===== src/rtl/hfa_pkg.sv =====
package hfa_pkg;

  localparam int POOL_CHUNKS = 1024;
  localparam int CHUNK_BYTES = 32;
  localparam int BUCKETS     = 11;
  localparam int HDR_BYTES   = 4;
  localparam int Q_DEPTH     = 2;

  localparam int REQ_W  = 16;
  localparam int STS_W  = 2;
  localparam int IDX_W  = $clog2(POOL_CHUNKS);
  localparam int CNT_W  = IDX_W + 1;
  localparam int BI_W   = $clog2(BUCKETS);
  localparam int NEED_W = $clog2(CNT_W + 1);

  localparam logic ACT_ALLOC = 1'b0;
  localparam logic ACT_FREE  = 1'b1;

  typedef enum logic [STS_W-1:0] {
    ST_ALLOC = 2'd0,
    ST_NOFIT = 2'd1,
    ST_FREED = 2'd2
  } status_t;

  // classified item handed from the front to the engine
  typedef struct packed {
    logic              is_free;
    logic              oversize;
    logic [CNT_W-1:0]  chunks;
    logic [NEED_W-1:0] need;
    logic [IDX_W-1:0]  blk;
  } req_t;

  // per-chunk header record
  typedef struct packed {
    logic [IDX_W-1:0] pprev;
    logic [IDX_W-1:0] pnext;
    logic [CNT_W-1:0] chunks;
    logic             in_use;
    logic             is_head;
    logic [IDX_W-1:0] lprev;
    logic [IDX_W-1:0] lnext;
    logic             lp_ok;
    logic             ln_ok;
  } node_t;

  // min(floor(log2 n), BUCKETS-1)
  function automatic logic [BI_W-1:0] bucket_of(input logic [CNT_W-1:0] n);
    logic [BI_W-1:0] b;
    b = '0;
    for (int i = 1; i < BUCKETS; i++) begin
      if (i < CNT_W) begin
        if ((n >> i) != '0) b = BI_W'(i);
      end
    end
    return b;
  endfunction

  localparam logic [BUCKETS-1:0] BKT_INIT =
    BUCKETS'(1) << bucket_of(CNT_W'(POOL_CHUNKS));

endpackage


===== src/rtl/hfa_fifo.sv =====
module hfa_fifo (
  input  logic          clk,
  input  logic          rst_n,
  input  logic          push_valid,
  output logic          push_ready,
  input  hfa_pkg::req_t push_item,
  output logic          pop_valid,
  input  logic          pop_ready,
  output hfa_pkg::req_t pop_item
);
  import hfa_pkg::*;

  localparam int QP_W = (Q_DEPTH > 1) ? $clog2(Q_DEPTH) : 1;
  localparam int QC_W = $clog2(Q_DEPTH + 1);

  req_t            q_r [Q_DEPTH];
  logic [QP_W-1:0] wp_r, rp_r;
  logic [QC_W-1:0] cnt_r;
  logic            do_push, do_pop;

  assign push_ready = cnt_r != QC_W'(Q_DEPTH);
  assign pop_valid  = cnt_r != '0;
  assign pop_item   = q_r[rp_r];
  assign do_push    = push_valid && push_ready;
  assign do_pop     = pop_valid && pop_ready;

  always_ff @(posedge clk) begin
    if (!rst_n) begin
      wp_r  <= '0;
      rp_r  <= '0;
      cnt_r <= '0;
    end else begin
      if (do_push) begin
        q_r[wp_r] <= push_item;
        wp_r <= (wp_r == QP_W'(Q_DEPTH - 1)) ? '0 : wp_r + QP_W'(1);
      end
      if (do_pop) begin
        rp_r <= (rp_r == QP_W'(Q_DEPTH - 1)) ? '0 : rp_r + QP_W'(1);
      end
      if (do_push && !do_pop) cnt_r <= cnt_r + QC_W'(1);
      else if (do_pop && !do_push) cnt_r <= cnt_r - QC_W'(1);
    end
  end

endmodule


===== config.mk =====
export PLATFORM = sky130hd
export DESIGN_NAME = hfa_fifo
export DESIGN_NICKNAME = d
export VERILOG_FILES = /design/src/rtl/hfa_pkg.sv /design/src/rtl/hfa_fifo.sv
export SDC_FILE = /design/constraint.sdc
export NUM_CORES = 1
export LEC_CHECK = 0
export ABC_AREA = 0
export BUFFER_PORTS_ARGS = -buffer_cell sky130_fd_sc_hd__buf_2
export CORE_ASPECT_RATIO = 1.5
export CORE_MARGIN = 1
export CORE_UTILIZATION = 36
export CTS_CLUSTER_DIAMETER = 200
export DETAILED_ROUTE_END_ITERATION = 8
export GPL_ROUTABILITY_DRIVEN = 0
export HOLD_SLACK_MARGIN = 0.15
export SETUP_SLACK_MARGIN = 0.3
export SYNTH_ARGS = -nofsm -noshare
export SYNTH_HDL_FRONTEND = slang
export SYNTH_SLANG_ARGS = --single-unit

===== constraint.sdc =====
create_clock -name clk -period 2.7 [get_ports clk]
set_input_delay 0.27 -clock clk [delete_from_list [all_inputs] [get_ports clk]]
set_output_delay 0.27 -clock clk [all_outputs]
set_load 0.03 [all_outputs]

**Yosys cells after proc, flatten, opt, wreduce, memory -nomap -nowiden**

Memory sizes are Yosys's and may differ from the RTL's. A register that Yosys moved wholly into a read port is not among the register bits.
Cells that the tools add are included.

- Add/sub/neg operators: 4
- Equal/unequal tests: 1
- Muxes and demuxes: 9
- Reductions and logical operators: 8

Operators with widths:

| cell | count |
|---|---|
| 2-to-1 mux 1 bit | 7 |
| logical AND 1 bit | 4 |
| 2-to-1 mux 2 bit | 2 |
| nonzero test 2 bit | 2 |
| adder 1 bit, second input constant | 2 |
| adder 2 x 1 -> 2 bit, second input constant | 1 |
| zero test 1 bit | 2 |
| != test 2 bit, second input constant | 1 |
| subtractor 2 x 1 -> 2 bit, second input constant | 1 |

- Register bits after elaboration: 4
- RAM bits: 54
- Bits of input ports: 31
- Output and inout port bits: 29
- Memories: 1

Memories:

| name | words | width | rd ports | clocked after Yosys merged registers in | wr ports | RTL line | text |
|---|---|---|---|---|---|---|---|
| q_r | 2 | 27 | 1 | 1 | 1 | hfa_fifo.sv:16 | `req_t q_r [Q_DEPTH];` |

**Longest topological paths before layout**

- Word-level depth: 6
- Depth in mapped cells: 6
- Gate-level depth less buffers: 6

**Worst setup path after synthesis**

OpenSTA, ideal clock, no wires.

- Kind: flip-flop to flip-flop
- From: register cnt_r[0]
- To: memory q_r[0][0] (netlist bit), enable pin
- Library setup time: 0.411 ns
- Arrival: 1.963 ns
- Required time: 2.289 ns
- Setup slack: 0.326 ns
- Cell stages (with the launch flop): 5
- Buffers on the path: 0
- Cells stage by stage: dfxtp_1 nor2b_1 inv_1 nand3_1 nor2_1

- Word-level cells in the longest chain between the ends: 5

RTL lines:

| element | RTL line | text |
|---|---|---|
| start: declaration | hfa_fifo.sv:18 | `logic [QC_W-1:0] cnt_r;` |
| start signal: assignment | hfa_fifo.sv:40 | `if (do_push && !do_pop) cnt_r <= cnt_r + QC_W'(1);` |
| start signal: assignment | hfa_fifo.sv:41 | `else if (do_pop && !do_push) cnt_r <= cnt_r - QC_W'(1);` |
| != test 2 bit | hfa_fifo.sv:21 | `assign push_ready = cnt_r != QC_W'(Q_DEPTH);` |
| net push_ready | hfa_fifo.sv:5 | `output logic push_ready,` |
| logical AND 1 bit | hfa_fifo.sv:24 | `assign do_push = push_valid && push_ready;` |
| 2-to-1 mux 1 bit | hfa_fifo.sv:33 | `if (do_push) begin` |
| 2-to-1 mux 1 bit | hfa_fifo.sv:28 | `if (!rst_n) begin` |
| 2-to-1 mux 1 bit (not written as such) | hfa_fifo.sv:34 | `q_r[wp_r] <= push_item;` |
| end: declaration | hfa_fifo.sv:16 |  |

The timed path passes the listed nets, and every way through them passes these cells.

==> run summary <==
Number of remaining DRC errors: 0
TritonCTS clock tree: yes
Worst path depth: 3
Number of I/O pins: 60
FF-to-FF setup slack: 920 ps
Count leader, synth: edfxtp_1
Initial antenna violation count: 0
Top cell type's share of synthesized area: 74.31%
Reg2reg start: cnt_r[0]
Syn_nets: 143
Area grow syn2layout: 38.07%
Number of setup violations in the final report: 0
Routed WL per cell: 13.57 µm
CP max FO: 20
Max-slew violations: 0
Buf/Inv on CP: 2
Register area share after synthesis: 78.90%
Clk sinks: 59
WHS Path Cells: 1
Peak supply drop: 0.5507 mV
Synthesized area: 0.002182 mm²
Max-cap check violation count: 0
Starting Density: 37.44%
Share of post-route cells with drive strength above 1: 48.82%
RSZ-0062 raised after global routing: false
Largest net degree at the start of global routing: 21
Clock skew: 6.199 ps
WL final: 3.839 mm
Critical path type: flip-flop to output port
CTS root buf: clkbuf_8
Inserted Diodes: 0
Nets@finish: 240
Cts repair resizes: 0
Overall power: 2.629 mW
Syn Inst Count: 111
Biggest area consumer among synthesized cells: edfxtp_1
PortBufs: 59
Core Footprint: 0.005828 mm²
Reg2Reg Depth: 5
Final ANT Viol Nets: 0
Crit path time final: 2034 ps
Hold buffers post-CTS: 26
Startpoint types: flip-flop
Number of global-route vias before repair: 1351
Hold Startpoint: push_item[12]
DRT Pass-1 Iters: 4
Synth warnings: 0
Total congestion overflow: 0
Worst-Skew Late Latency: 320 ps
Reg2reg end: q_r[0][4]
Clk slew on worst S/H paths: 50 ps
Period utilisation layout: 75.32%
Yosys cell types: 19
Row count: 34
Hpwl dp: 2.585 mm
Delay-heaviest family, CP: flip-flops
Hold Crit Class: primary input to flip-flop
Worst path max stage delay: 530 ps
Area contributors post-synth: edfxtp_1 (74%), mux2_2 (14%), dfxtp_1 (4.6%)
Num CTS Buffers: 9
Fin. Hold Viols: 0
Post-CTS Setup Inserts: 0
Flops & latches, synth: 59
Worst Hold End: q_r[0][12]
Worst Path Required: 2430 ps
Post-route cell area: 0.003013 mm²
Gr usage total: 13.49%
DP Worst Slack: 884.0 ps
Routed vias/inst: 4.516
CTS H-tree depth: 3
Slew margin rel.: 66.26%
Most frequent cells after synthesis: edfxtp_1 (54), mux2_2 (27), dfxtp_1 (5), and2_1 (3)
Post-synth EDFFs: 54
Crit-path slowest cell: dfxtp_1
Max Clk Rate: 491.8 MHz
Top FF cell, synth: edfxtp_1
Die H: 97.35 µm
Critical Path Sink Type: output port
Pleak: 1.147 nW
Setup TNS: 0 ps
Final worst slack: 666.5 ps
CP Cell Sequence: buf_4 > mux2_2 > buf_2
DIE AREA: 0.006383 mm²
Arr. time, crit path: 1760 ps
Syn Area/Cell: 19.66 µm²
Placed cell areas: 0.002582 mm²
Initial DRC Count: 51
FFs w/ async S/R, synth: 0%
Clock buffer depth: 2
Tightest Pin Transition: 505.5 ps
Vias: 1278
Status: finished clean
Die X: 65.57 µm
Global-route wire length before repair: 6.141 mm
PwrDens: 872.7 mW/mm²
-- cell type report --
type	instances	area, µm²
Fill cell	488	2815
Clock buffer	9	123.9
Inverter	2	7.507
Clock inverter	5	46.29
Multi-Input combinational cell	47	437.9
Tap cell	72	90.09
Sequential cell	59	1722
Timing Repair Buffer	89	585.6
-- placed cells by master (no fill, tap or decap), types with 2 or more instances in the layout --
master / Yosys / final
dfxtp_1: 5 / 5
mux2_2: 27 / 27
and2_1: 3 / 3
buf_4: 1 / 4
clkbuf_8: 0 / 9
a21boi_1: 2 / 2
o21ai_0: 2 / 2
clkinv_1: 0 / 3
or3_1: 2 / 2
inv_1: 2 / 2
buf_2: 2 / 59
edfxtp_1: 54 / 54
xnor2_1: 2 / 2
dlygate4sd3_1: 0 / 26
-- power by group --
| group | internal [mW] | switching [mW] |
|---|---|---|
| Combinational | 0.313 | 0.469 |
| Sequential | 1.10 | 0.0481 |
| Clock | 0.404 | 0.299 |
-- layer usage --
layer / part of all wire (%) / track usage [%]
met5: 0 / 0
met4: 1.4 / 5.017
met3: 4.8 / 5.986
met2: 53 / 22.68
met1: 41 / 14.59
-- state kept, by name (all words and copies together) (netlist names), named ones only --
register,flops
wp_r,1
cnt_r,2
q_r,54
rp_r,1
-- cell families after synthesis --
logic type | synth area share [%]
mux | 13.93
flops | 78.90
simple gates | 2.867
compound gates | 1.376
fa+ha+maj | 0.5733
buf+inv | 1.147
xor+xnor | 1.204
-- metrics by stage --
stage / hold slack, ps / util [%] / std cells
2_1_floorplan: 368.9 / - / 111
3_3_place_gp: 460.5 / 44.31 / 243
3_5_place_dp: 463.1 / 44.31 / 243
4_1_cts: 155.3 / 51.70 / 283
5_1_grt: 150.4 / 51.70 / 283
6_report: 177.8 / 51.70 / 283
-- how the worst max path moves through the flow --
stage | to | startpoint | slack, ps
6_report | pop_item[22] | flip-flop | 670
5_1_grt | pop_item[19] | flip-flop | 550
4_1_cts | pop_item[24] | flip-flop | 600
3_5_place_dp | q_r[0][22] | cnt_r[0] | 880
3_3_place_gp | q_r[0][25] | cnt_r[0] | 990
2_1_floorplan | q_r[0][0] | cnt_r[0] | 330
No activity file was read; power rests on OpenSTA's default activity.
