### src/rtl/hfa_pkg.sv
package hfa_pkg;

  localparam int POOL_CHUNKS = 1024;
  localparam int CHUNK_BYTES = 32;
  localparam int BUCKETS     = 11;
  localparam int HDR_BYTES   = 4;
  localparam int Q_DEPTH     = 2;

  localparam int REQ_W  = 16;
  localparam int STS_W  = 2;
  localparam int IDX_W  = $clog2(POOL_CHUNKS);
  localparam int CNT_W  = IDX_W + 1;
  localparam int BI_W   = $clog2(BUCKETS);
  localparam int NEED_W = $clog2(CNT_W + 1);

  localparam logic ACT_ALLOC = 1'b0;
  localparam logic ACT_FREE  = 1'b1;

  typedef enum logic [STS_W-1:0] {
    ST_ALLOC = 2'd0,
    ST_NOFIT = 2'd1,
    ST_FREED = 2'd2
  } status_t;

  // classified item handed from the front to the engine
  typedef struct packed {
    logic              is_free;
    logic              oversize;
    logic [CNT_W-1:0]  chunks;
    logic [NEED_W-1:0] need;
    logic [IDX_W-1:0]  blk;
  } req_t;

  // per-chunk header record
  typedef struct packed {
    logic [IDX_W-1:0] pprev;
    logic [IDX_W-1:0] pnext;
    logic [CNT_W-1:0] chunks;
    logic             in_use;
    logic             is_head;
    logic [IDX_W-1:0] lprev;
    logic [IDX_W-1:0] lnext;
    logic             lp_ok;
    logic             ln_ok;
  } node_t;

  // min(floor(log2 n), BUCKETS-1)
  function automatic logic [BI_W-1:0] bucket_of(input logic [CNT_W-1:0] n);
    logic [BI_W-1:0] b;
    b = '0;
    for (int i = 1; i < BUCKETS; i++) begin
      if (i < CNT_W) begin
        if ((n >> i) != '0) b = BI_W'(i);
      end
    end
    return b;
  endfunction

  localparam logic [BUCKETS-1:0] BKT_INIT =
    BUCKETS'(1) << bucket_of(CNT_W'(POOL_CHUNKS));

endpackage

### src/rtl/hfa_front.sv
module hfa_front (
  input  logic                        clk,
  input  logic                        rst_n,
  input  logic                        in_valid,
  output logic                        in_ready,
  input  logic                        in_action,
  input  logic [hfa_pkg::REQ_W-1:0]   in_request_bytes,
  input  logic [hfa_pkg::IDX_W-1:0]   in_block_index,
  output logic                        req_valid,
  input  logic                        req_ready,
  output hfa_pkg::req_t               req
);
  import hfa_pkg::*;

  localparam int BYTE_W = REQ_W + 1;
  localparam int SUM_W  = REQ_W + 2;

  logic [BYTE_W-1:0] bytes;
  logic [SUM_W-1:0]  raw_chunks;
  logic [CNT_W-1:0]  chunks;
  logic [CNT_W-1:0]  cm1;
  logic [NEED_W-1:0] need;
  logic              oversize;
  req_t              cls;
  logic              valid_r;
  req_t              item_r;

  always_comb begin
    bytes      = BYTE_W'(in_request_bytes) + BYTE_W'(HDR_BYTES);
    oversize   = 32'(bytes) > 32'(POOL_CHUNKS * CHUNK_BYTES);
    raw_chunks = (SUM_W'(bytes) + SUM_W'(CHUNK_BYTES - 1)) >> $clog2(CHUNK_BYTES);
    chunks     = CNT_W'(raw_chunks);
    // ceil(log2 c) = bit length of c-1
    cm1  = chunks - CNT_W'(1);
    need = '0;
    for (int i = 0; i < CNT_W; i++) begin
      if (cm1[i]) need = NEED_W'(i + 1);
    end
    if (chunks <= CNT_W'(1)) need = '0;
    cls.is_free  = (in_action == ACT_FREE);
    cls.oversize = oversize;
    cls.chunks   = chunks;
    cls.need     = need;
    cls.blk      = in_block_index;
  end

  assign in_ready  = !valid_r || req_ready;
  assign req_valid = valid_r;
  assign req       = item_r;

  always_ff @(posedge clk) begin
    if (!rst_n) begin
      valid_r <= 1'b0;
    end else begin
      if (in_valid && in_ready) begin
        valid_r <= 1'b1;
        item_r  <= cls;
      end else if (req_ready) begin
        valid_r <= 1'b0;
      end
    end
  end

endmodule

### config.mk
export PLATFORM = sky130hd
export DESIGN_NAME = hfa_front
export DESIGN_NICKNAME = d
export VERILOG_FILES = /design/src/rtl/hfa_pkg.sv /design/src/rtl/hfa_front.sv
export SDC_FILE = /design/constraint.sdc
export NUM_CORES = 1
export LEC_CHECK = 0
export BUFFER_PORTS_ARGS = -buffer_cell sky130_fd_sc_hd__buf_4
export CAP_MARGIN = 20
export CORE_MARGIN = 4
export CORE_UTILIZATION = 53
export DETAILED_ROUTE_END_ITERATION = 10
export GPL_ROUTABILITY_DRIVEN = 0
export PLACE_DENSITY = 0.8
export SLEW_MARGIN = 15
export SYNTH_ARGS = -nofsm -noshare
export SYNTH_HDL_FRONTEND = slang
export SYNTH_SLANG_ARGS = --single-unit
### constraint.sdc
create_clock -name clk -period 4.3 [get_ports clk]
set_input_delay 0.86 -clock clk [delete_from_list [all_inputs] [get_ports clk]]
set_output_delay 0.86 -clock clk [all_outputs]
set_load 0.05 [all_outputs]
# Word-level counts from Yosys, hierarchy flattened
# Cells that the tools add are included.
# totals
n_memories	0
inputBits	31
mem_bits_rw	0
regBits	28
mem_bits_ro	0
latch_bits	0
# op_classes
mux	13
shifts	0
n_eq_ne	0
multipliers	0
add_sub_neg	3
div_mod_pow	0
order_cmp	2
n_reduce_logical	6
bitwise_logic	0
# ops
op	count
two-way mux 4 bit	8
adder 16 x 3 -> 17 bit, second input constant	1
greater-than comparator 17 x 16 -> 1 bit, second input constant	1
adder 16 x 5 -> 16 bit, second input constant	1
<= comparator 11 x 1 -> 1 bit, second input constant	1
subtractor 11 x 1 -> 11 bit, second input constant	1
OR reduction 5 bit	1
two-way mux 2 bit	2
two-way mux 1 bit	3
AND reduction 2 bit	1
nonzero test 2 bit	1
logical AND 1 bit	1
zero test 1 bit	1
logical OR 1 bit	1

# Longest topological paths before layout
# Gate-level depths: netlist (run 1).
# logic_depth
word_depth	14
depth_mapped	13

# Least setup slack after synthesis (run 1)
# OpenSTA, ideal clock, no wires.
# synth_timing
path_type	input to register
from	input in_request_bytes[2] (netlist bit)
to	register item_r (netlist bit req[12]), data pin
slack_ns	0.720
arrival_ns	3.323
path_buffers	0
required_ns	4.044
path_stages	11
path_cell_list	ha_1 nor3b_1 mux2_2 a221oi_1 xnor2_1 ha_1 nand3_1 nand2_1 a211oi_1 or3_1 and4b_1
# synth_between
elab_chain_cells	7
word_cells_on_any_way	9
cone_classes	3 x add/sub; 1 x order compare; 4 x mux; 1 x reduce/logical
# synth_rtl
element	line_no	source
from (decl)	hfa_front.sv:7	input logic [hfa_pkg::REQ_W-1:0] in_request_bytes,
adder 16 x 3 -> 17 bit *	hfa_front.sv:29	bytes = BYTE_W'(in_request_bytes) + BYTE_W'(HDR_BYTES);
adder 16 x 5 -> 16 bit *	hfa_front.sv:31	raw_chunks = (SUM_W'(bytes) + SUM_W'(CHUNK_BYTES - 1)) >> $clog2(CHUNK_BYTES);
subtractor 11 x 1 -> 11 bit	hfa_front.sv:34	cm1 = chunks - CNT_W'(1);
two-way mux 4 bit (4 in a row)	hfa_front.sv:37	if (cm1[i]) need = NEED_W'(i + 1);
to (signal assigned)	hfa_front.sv:57	item_r <= cls;
to (decl)	hfa_front.sv:26	req_t item_r;
# Mark *: on every way between the ends. The rest lies on a longest branch, timed or not.
# A chain may end at the register's enable or synchronous reset.

# Worst setup path in the final report (run 1)
# Same ends and word-level chain as after synthesis.

==> impl_metrics.csv, run 1 <==
group,metric,value,unit
routing,ant_nets,0,
power_and_ir_drop,power.leakage,0.00102,µW
cts,cts_buffers,3,
grt,grt_overflow_total,0,
finish,fill_cells,335,
die,dieArea,0.00531,mm²
timing,setup_viol,0,
synthesis,muxShareOfSynthArea,0.00504,
timing,clock_skew,0.00214,ns
synthesis,synth_seq_area_share,0.372,
grt,grt_max_degree,28,
synthesis,syn_inst,218,
cts,cts.reportedPaths.clkPinSlew,0.08,ns
routing,num_vias,1970,
timing,worst_slew_pin_slew,0.499,ns
critical_path,critical_path.max_fanout,10,
routing,drc,0,
critical_path,worstPathArrival,3.90,ns
synthesis,ys_seq_elements,28,
flow_run,cap_violations,0,
synthesis,synth-edff-count,27,
finish,nets,312,
routing,drt_iter0_drc,105,
grt,grt_pass1_wl,8070,µm
timing,timing.slew.headroom,0.665,
cts,cts_resized,0,
cts,cts.sinks,28,
timing,fin_hold_ws,0.574,ns
routing,dr.pass1.iters,4,
hold_path,hold_path.class,"flop to flop",
critical_path,slowest_stage,"a221oi_1",
die,io_pins,60,
synthesis,yosysUniqueCellTypes,66,
synthesis,synth.avg_cell_area,10.2,µm²
finish,fin_util,0.682,
critical_path,critical_path_class,"primary input to flop",
timing,rsz0062_at_grt,"no",
critical_path,required,4.44,ns
finish,area_growth,23.1,%
timing,period_needed,3.77,ns
synthesis,syn-num-nets,254,
die,die_w,72.9,µm
critical_path,crit_path_cell_trace,"buf_4 > ha_1 > nor3b_1 > mux2_2 > a221oi_1 > xnor2_1 > ha_1 > nand3_1 > a21o_1 > a221oi_1 > a31o_1 > and4b_1",
die,coreArea,0.00403,mm²
synthesis,synth_compound_area_frac,0.210,
grt,grt_usage,0.185,
finish,layout-drive-gt1-share,0.316,
finish,antennaDiodeCount,0,
synthesis,synth_top_family_by_area,"simple AND/OR/NAND/NOR gates",
placed_design,hpwl,3920,µm
synthesis,synth_area,0.00223,mm²
critical_path,crit_path_max_incr_delay,0.37,ns
die,dieHeight,72.9,µm
cts,insertion_delay,0.27,ns
cts,hold_buffers,0,
cts,cts_max_level,1,
placed_design,numPortBuffers,59,
routing,drt-vias-per-instance,6.06,
grt,grt_pass1_vias,1839,
synthesis,async_flop_share,0,
synthesis,synth.area.top_cells,"edfxtp_1, xnor2_1, nor4_4, ha_1, nor2_1",
grt,antenna_found_initial,0,
timing,final_max_slew_viol_count,0,
routing,wl_per_cell,15.1,µm
cts,clockBufferDepth,2,
cts,cts_tree,"built",
timing,hold_viol_final,0,
die,initial_core_util,0.554,
synthesis,ys.warnings.count,0,
critical_path,cp-end-kind,"flop",
status,status,"complete, no violations",
finish,final_cells,325,
synthesis,yosys.area_share.xor_xnor,0.0650,
synthesis,ys.flop_type,"edfxtp_1",
routing,routed_wl,4890,µm
power_and_ir_drop,max-vdd-ir-drop,0.112,mV
die,fp-row-count,23,
power_and_ir_drop,powerDensity,245,mW/mm²
synthesis,yosysTopAreaCellShare,0.363,
synthesis,synthAdderAreaFrac,0.0280,
synthesis,yosys.area.top_type,"edfxtp_1",
cts,clockRootBuffer,"clkbuf_8",
placed_design,placedCellCount,320,
timing,setup_tns,0,ns
synthesis,synth-simple-area-share,0.279,
cts,post-cts-setup-buffer-count,0,
critical_path,critPathLaunchType,"primary input",
timing,post-route-period-util,0.876,
timing,fmax,266,MHz
-- sequential cells by signal, summed over array words and instances (netlist names) --
signal	flops
req	27
req_valid	1
-- worst max-delay path: cells and delay by family --
family / cells / cell delay, ns
simple gates: 3 / 0.68
mux: 1 / 0.36
compound gates: 4 / 1.08
fa+ha+maj: 2 / 0.55
xor+xnor: 1 / 0.25
buf+inv: 1 / 0.14
-- layout by cell type (no fill, tap or decap), drive strengths merged, types with 7 or more instances in the layout --
master,count
o21ai,10
nand3,9
nor2,14
nor3,9
edfxtp,27
xnor2,12
a21oi,8
nand2,10
buf,61
nand4,7
inv,9
-- cell type report --
class,count,area [µm²],area share
timing repair buffer,61,465,0.169
tap,50,62.6,0.0228
multi-input combinational,173,1310,0.477
inverter,9,33.8,0.0123
clock buffer,4,45.0,0.0164
sequential,28,831,0.302
-- power by group --
| group | internal (µW) | switching (µW) |
|---|---|---|
| registers | 315 | 3.56 |
| logic | 79.4 | 139 |
| clock network | 66.2 | 70.9 |
-- path summary, 6_finish.rpt --
path | startpoint | endpoint | slack, ns | depth (start not counted)
hold reg to reg | req_valid | req_valid | 0.57 | 2
setup reg to reg | req_valid | req[5] | 2.93 | 3
setup / recovery | in_request_bytes[2] | req[12] | 0.53 | 12
hold / removal | req_valid | req_valid | 0.57 | 2
-- stage by stage --
step	power, µW	setup WS [ns]	area (µm²)
after floorplan	476	0.720	2230
after global placement	538	0.368	2690
after detailed placement	541	0.295	2690
after CTS	674	0.522	2730
after global routing	709	0.210	2750
final	674	0.534	2750
-- per-layer routing --
metal | routed length [µm] | share of wire | vias to the layer above | track usage
met4 | 85 | 0.017 | 0 | 0.0594
li1 | - | - | 981 | -
met3 | 325 | 0.066 | 7 | 0.0165
met5 | 0 | 0 | - | 0
met2 | 2410 | 0.49 | 67 | 0.335
met1 | 2070 | 0.42 | 915 | 0.231
-- synth_stat cells, drive strengths merged (6+ instances only) --
library cell	number
edfxtp	27
nor2	14
xnor2	12
nand2	10
o21ai	10
inv	9
nand3	9
nor3	9
a21oi	8
buf	8
nand4	7
nor4	6
or3	6
-- cell families (layout without fill, tap and decap cells) --
| group | count (synthesis) | after routing |
|---|---|---|
| and+or+nand+nor | 89 | 89 |
| AOI/OAI and AO/OA | 64 | 64 |
| muxes | 1 | 1 |
| adders and majority gates | 5 | 5 |
| buffers and inverters | 17 | 74 |
| xor gates and xnor gates | 14 | 14 |
| DFF | 28 | 28 |
Note: power is estimated with default switching activity, not from simulation.
==> run 2: changes to the inputs <==
--- a/config.mk
+++ b/config.mk
@@ -11,6 +11,7 @@
 export CORE_UTILIZATION = 53
 export DETAILED_ROUTE_END_ITERATION = 10
 export GPL_ROUTABILITY_DRIVEN = 0
+export GPL_TIMING_DRIVEN = 0
 export PLACE_DENSITY = 0.8
 export SLEW_MARGIN = 15
 export SYNTH_ARGS = -nofsm -noshare
==> run 2 against run 1 <==
  * Critical path depth unchanged
  * Count of clock-buffer cells in the layout unchanged
  * Fmax down 2.3%
  * Routed wire length down 0.14%
  * Die area unchanged
  * Utilization up 0.53 points
  * Sequential power about the same
  * Largest cell class unchanged
  * Highest routed layer unchanged
==> impl_metrics.csv, run 2 (same netlist as run 1, synthesis figures left out) <==
group,metric,value,unit
critical_path,critical_path.max_fanout,10,
timing,setup_tns,0,ns
timing,fmax,259,MHz
finish,largest_register_ffs,27,
die,io_pins,60,
critical_path,r2r-start,"req_valid",
cts,hold_buffers,0,
power_and_ir_drop,max-vdd-ir-drop,0.114,mV
grt,grt_max_degree,28,
routing,drt_iter0_drc,96,
die,coreArea,0.00403,mm²
hold_path,min_path_cells,2,
finish,final_cell_mix,"buf_4, edfxtp_1, nor2_1",
placed_design,dp_slack,0.209,ns
hold_path,hold_path.class,"flop to flop",
routing,drt-vias-per-instance,6.01,
finish,fin_util,0.687,
power_and_ir_drop,p_total,679,µW
placed_design,numPortBuffers,57,
critical_path,critical_path_class,"primary input to flop",
power_and_ir_drop,power.leakage,0.00103,µW
grt,grt_overflow_total,0,
placed_design,placed_area,0.00272,mm²
timing,rsz0062_at_grt,"no",
timing,worst_slack,0.444,ns
routing,dr.pass1.iters,5,
timing,period_needed,3.86,ns
grt,antenna_found_initial,0,
cts,cts_tree,"built",
critical_path,worstPathArrival,3.96,ns
power_and_ir_drop,powerDensity,245,mW/mm²
timing,post-route-period-util,0.897,
finish,area_growth,24.0,%
cts,cts_max_level,1,
finish,layout-drive-gt1-share,0.330,
cts,post-cts-setup-buffer-count,0,
finish,final_common_cell,"buf_4",
critical_path,r2r_end,"req[14]",
critical_path,required,4.40,ns
timing,setup_viol,0,
timing,clock_skew,0.00420,ns
cts,clockBufferDepth,2,
critical_path,critPathCapture,"req[11]",
critical_path,r2r_cells,2,
cts,cts_resized,0,
routing,num_vias,1978,
finish,fill_cells,329,
cts,clockRootBuffer,"clkbuf_8",
routing,wl_per_cell,14.8,µm
timing,hold_viol_final,0,
routing,drc,0,
critical_path,r2r_slack,2.92,ns
critical_path,cp-end-kind,"flop",
timing,worst_slew_pin_slew,0.590,ns
cts,cts_buffers,3,
finish,stdcell_area,0.00277,mm²
status,status,"complete, no violations",
finish,nets,316,
die,dieArea,0.00531,mm²
routing,ant_nets,0,
die,fp-row-count,23,
grt,grt_pass1_wl,7910,µm
finish,antennaDiodeCount,0,
cts,insertion_delay,0.27,ns
die,dieHeight,72.9,µm
timing,timing.slew.headroom,0.606,
grt,grt_usage,0.182,
die,initial_core_util,0.554,
routing,routed_wl,4890,µm
critical_path,startpoint,"in_request_bytes[2]",
critical_path,critPathLaunchType,"primary input",
cts,cts.reportedPaths.clkPinSlew,0.09,ns
placed_design,hpwl,3860,µm
timing,final_max_slew_viol_count,0,
grt,grt_pass1_vias,1774,
flow_run,cap_violations,0,
cts,cts.sinks,28,
die,die_w,72.9,µm
[run 2: cell count changes in the layout (fill, tap and decap cells not counted)]
cell    before  now
buf_2        0    4
buf_6        0    2
and3_1       3    2
and3_2       0    1
buf_4       60   59
buf_8        1    0
[run 2: area by class of cell]
| type | count | area [µm²] | area share |
|---|---|---|---|
| well taps | 50 | 62.6 | 0.0226 |
| flip-flops and latches | 28 | 831 | 0.300 |
| repair buffers | 57 | 428 | 0.155 |
| clock buffers | 4 | 45.0 | 0.0163 |
| inverters | 9 | 33.8 | 0.0122 |
| plain buffers | 8 | 57.6 | 0.0208 |
| multi-input cells | 173 | 1310 | 0.474 |
[run 2: worst min-delay path by stage]
stage,startpoint,endpoint,slack (ns)
2_1_floorplan,in_block_index[0],req[0],0.96
3_3_place_gp,req_valid,req_valid,0.52
3_5_place_dp,req_valid,req_valid,0.55
4_1_cts,req_valid,req_valid,0.56
5_1_grt,req_valid,req_valid,0.60
6_report,req_valid,req_valid,0.55
[run 2: worst max-delay path, stage by stage]
cell and delay (ns):
buf_4 0.14, ha_1 0.20, nor3b_1 0.24, mux2_2 0.37, a221oi_1 0.29, xnor2_1 0.26, ha_1 0.39, nand3_1 0.25
a21o_1 0.24, a221oi_1 0.33, o32ai_1 0.17, a21oi_1 0.21
[run 2: metrics by stage]
stage / instances / hold WS, ns
2_1_floorplan: 218 / 0.959
3_3_place_gp: 325 / 0.517
3_5_place_dp: 325 / 0.546
4_1_cts: 329 / 0.556
5_1_grt: 329 / 0.597
6_report: 329 / 0.554
[run 2: where the power goes]
group | leakage [µW] | switching [µW] | total, µW | internal [µW]
logic | 0.000750 | 140 | 221 | 80.9
registers | 0.000259 | 3.24 | 318 | 315
clock network | 0.0000228 | 73.6 | 140 | 66.3
total | 0.00103 | 217 | 679 | 462
[run 2: metal layers]
metal	share of wire	vias up	global-route usage
met2	0.48	75	0.317
met4	0.020	0	0.0512
li1	-	994	-
met5	0	-	0
met1	0.43	897	0.237
met3	0.071	12	0.0207
==> run 3: changes to the inputs <==
--- a/config.mk
+++ b/config.mk
@@ -7,12 +7,14 @@
 export LEC_CHECK = 0
 export BUFFER_PORTS_ARGS = -buffer_cell sky130_fd_sc_hd__buf_4
 export CAP_MARGIN = 20
+export CELL_PAD_IN_SITES_DETAIL_PLACEMENT = 0
+export CELL_PAD_IN_SITES_GLOBAL_PLACEMENT = 1
 export CORE_MARGIN = 4
-export CORE_UTILIZATION = 53
+export CORE_UTILIZATION = 40
 export DETAILED_ROUTE_END_ITERATION = 10
 export GPL_ROUTABILITY_DRIVEN = 0
 export GPL_TIMING_DRIVEN = 0
-export PLACE_DENSITY = 0.8
+export PLACE_DENSITY_LB_ADDON = 0.1
 export SLEW_MARGIN = 15
 export SYNTH_ARGS = -nofsm -noshare
 export SYNTH_HDL_FRONTEND = slang
==> run 3 against run 2 <==
  * Routed wire length is 3.6% higher
  * Highest routed layer unchanged
  * Clock skew fell by 0.00085 ns
  * Hold slack barely moved
  * Register-to-register slack better by 0.02 ns
  * Largest power group unchanged
  * Critical endpoint is now req[12]
  * Fmax up 0.45%
==> impl_metrics.csv, run 3 (same netlist as run 1, synthesis figures left out) <==
group,metric,value,unit
cts,cts.sinks,28,
timing,timing.slew.headroom,0.612,
routing,drc,0,
cts,cts_buffers,3,
power_and_ir_drop,p_int,477,µW
routing,num_vias,1951,
die,fp-row-count,26,
finish,nets,316,
cts,insertion_delay,0.27,ns
die,initial_core_util,0.424,
power_and_ir_drop,powerDensity,248,mW/mm²
timing,hold_viol_final,0,
power_and_ir_drop,p_seq_frac,0.458,
critical_path,r2r_slack,2.94,ns
power_and_ir_drop,power.leakage,0.00104,µW
grt,grt_max_degree,28,
flow_run,cap_violations,0,
cts,cts_resized,0,
timing,period_needed,3.84,ns
routing,dr.pass1.iters,4,
die,dieHeight,82.7,µm
power_and_ir_drop,max-vdd-ir-drop,0.120,mV
critical_path,r2r-start,"req_valid",
grt,grt_usage,0.154,
routing,wl_per_cell,14.5,µm
timing,worst_slack,0.461,ns
cts,cts.reportedPaths.clkPinSlew,0.09,ns
cts,hold_buffers,0,
timing,fmax,261,MHz
placed_design,dp_slack,0.216,ns
finish,final_cell_mix,"buf_4, edfxtp_1, nor2_1",
critical_path,r2r_end,"req[6]",
finish,layout-drive-gt1-share,0.333,
finish,largest_register_ffs,27,
grt,grt_pass1_vias,1810,
grt,antenna_found_initial,0,
routing,drt_iter0_drc,126,
power_and_ir_drop,p_sw,217,µW
critical_path,required,4.33,ns
critical_path,critPathLaunchType,"primary input",
timing,setup_tns,0,ns
cts,post-cts-setup-buffer-count,0,
grt,grt_pass1_wl,8290,µm
die,coreArea,0.00527,mm²
routing,drt-vias-per-instance,5.59,
finish,final_cells,349,
critical_path,critical_path_class,"primary input to flop",
critical_path,r2r_cells,2,
placed_design,placedCellCount,345,
critical_path,critPathCapture,"req[12]",
timing,post-route-period-util,0.893,
die,io_pins,60,
cts,cts_tree,"built",
power_and_ir_drop,combPwrFrac,0.319,
grt,grt_overflow_total,0,
placed_design,hpwl,4040,µm
routing,routed_wl,5060,µm
timing,rsz0062_at_grt,"no",
hold_path,hold_path.class,"flop to flop",
finish,antennaDiodeCount,0,
timing,setup_viol,0,
timing,final_max_slew_viol_count,0,
critical_path,worstPathArrival,3.87,ns
critical_path,critical_path.max_fanout,9,
power_and_ir_drop,clock_power_share,0.223,
status,status,"complete, no violations",
power_and_ir_drop,p_sw_frac,0.313,
critical_path,startpoint,"in_request_bytes[3]",
die,die_w,82.7,µm
cts,clockBufferDepth,2,
cts,cts_max_level,1,
critical_path,cp-end-kind,"flop",
die,dieArea,0.00684,mm²
finish,final_common_cell,"buf_4",
finish,area_growth,25.6,%
timing,clock_skew,0.00334,ns
cts,clockRootBuffer,"clkbuf_8",
timing,worst_slew_pin_slew,0.581,ns
routing,ant_nets,0,
placed_design,numPortBuffers,57,
## run 3: cell types whose count changed in the layout (fill, tap and decap cells not counted)
cell      before  now
clkbuf_1       1    0
clkbuf_8       3    4
## run 3: metal layers
layer	share of wire	global-route usage	vias up
met5	0	0	-
met4	0.015	0.0490	0
met3	0.038	0.00651	7
met2	0.49	0.276	45
met1	0.46	0.198	909
li1	-	-	990
## run 3: power by group through the flow
stage | Clock (µW) | Combinational (µW) | Sequential [µW]
finish | 155 | 222 | 318
global placement | 0 | 220 | 324
CTS | 157 | 222 | 318
global route | 173 | 242 | 319
floorplan | 0 | 110 | 367
detailed placement | 0 | 221 | 324
## run 3: through the flow
step                power [µW]  hold WS (ns)  instance area, µm²   util
finish                     694         0.554                2800  0.532
floorplan                  476         0.959                2230      -
detailed placement         545         0.549                2750  0.521
global placement           544         0.524                2750  0.521
CTS                        697         0.557                2800  0.532
global route               734         0.607                2800  0.532
## run 3: how the worst min path moves through the flow
stage,from,endpoint,slack (ns),depth (start not counted)
after global routing,req_valid,req_valid,0.61,2
after detailed placement,req_valid,req_valid,0.55,2
after CTS,req_valid,req_valid,0.56,2
after global placement,req_valid,req_valid,0.52,2
final,req_valid,req_valid,0.55,2
after floorplan,in_block_index[0],req[0],0.96,0
## run 3: final cells by class
| class | count | area, µm² |
|---|---|---|
| Fill cell | 502 | 2470 |
| Multi-Input combinational cell | 173 | 1310 |
| Sequential cell | 28 | 831 |
| Timing Repair Buffer | 57 | 428 |
| Tap cell | 70 | 87.6 |
| Buffer | 8 | 57.6 |
| Clock buffer | 4 | 55.1 |
| Inverter | 9 | 33.8 |
## run 3: worst max-delay path, stage by stage
cell      delay, ns
buf_4          0.15
ha_1           0.21
nor3b_1        0.23
mux2_2         0.36
a221oi_1       0.29
xnor2_1        0.26
ha_1           0.38
nand3_1        0.27
nand2_1        0.16
a211oi_1       0.09
or3_1          0.40
and4b_1        0.19
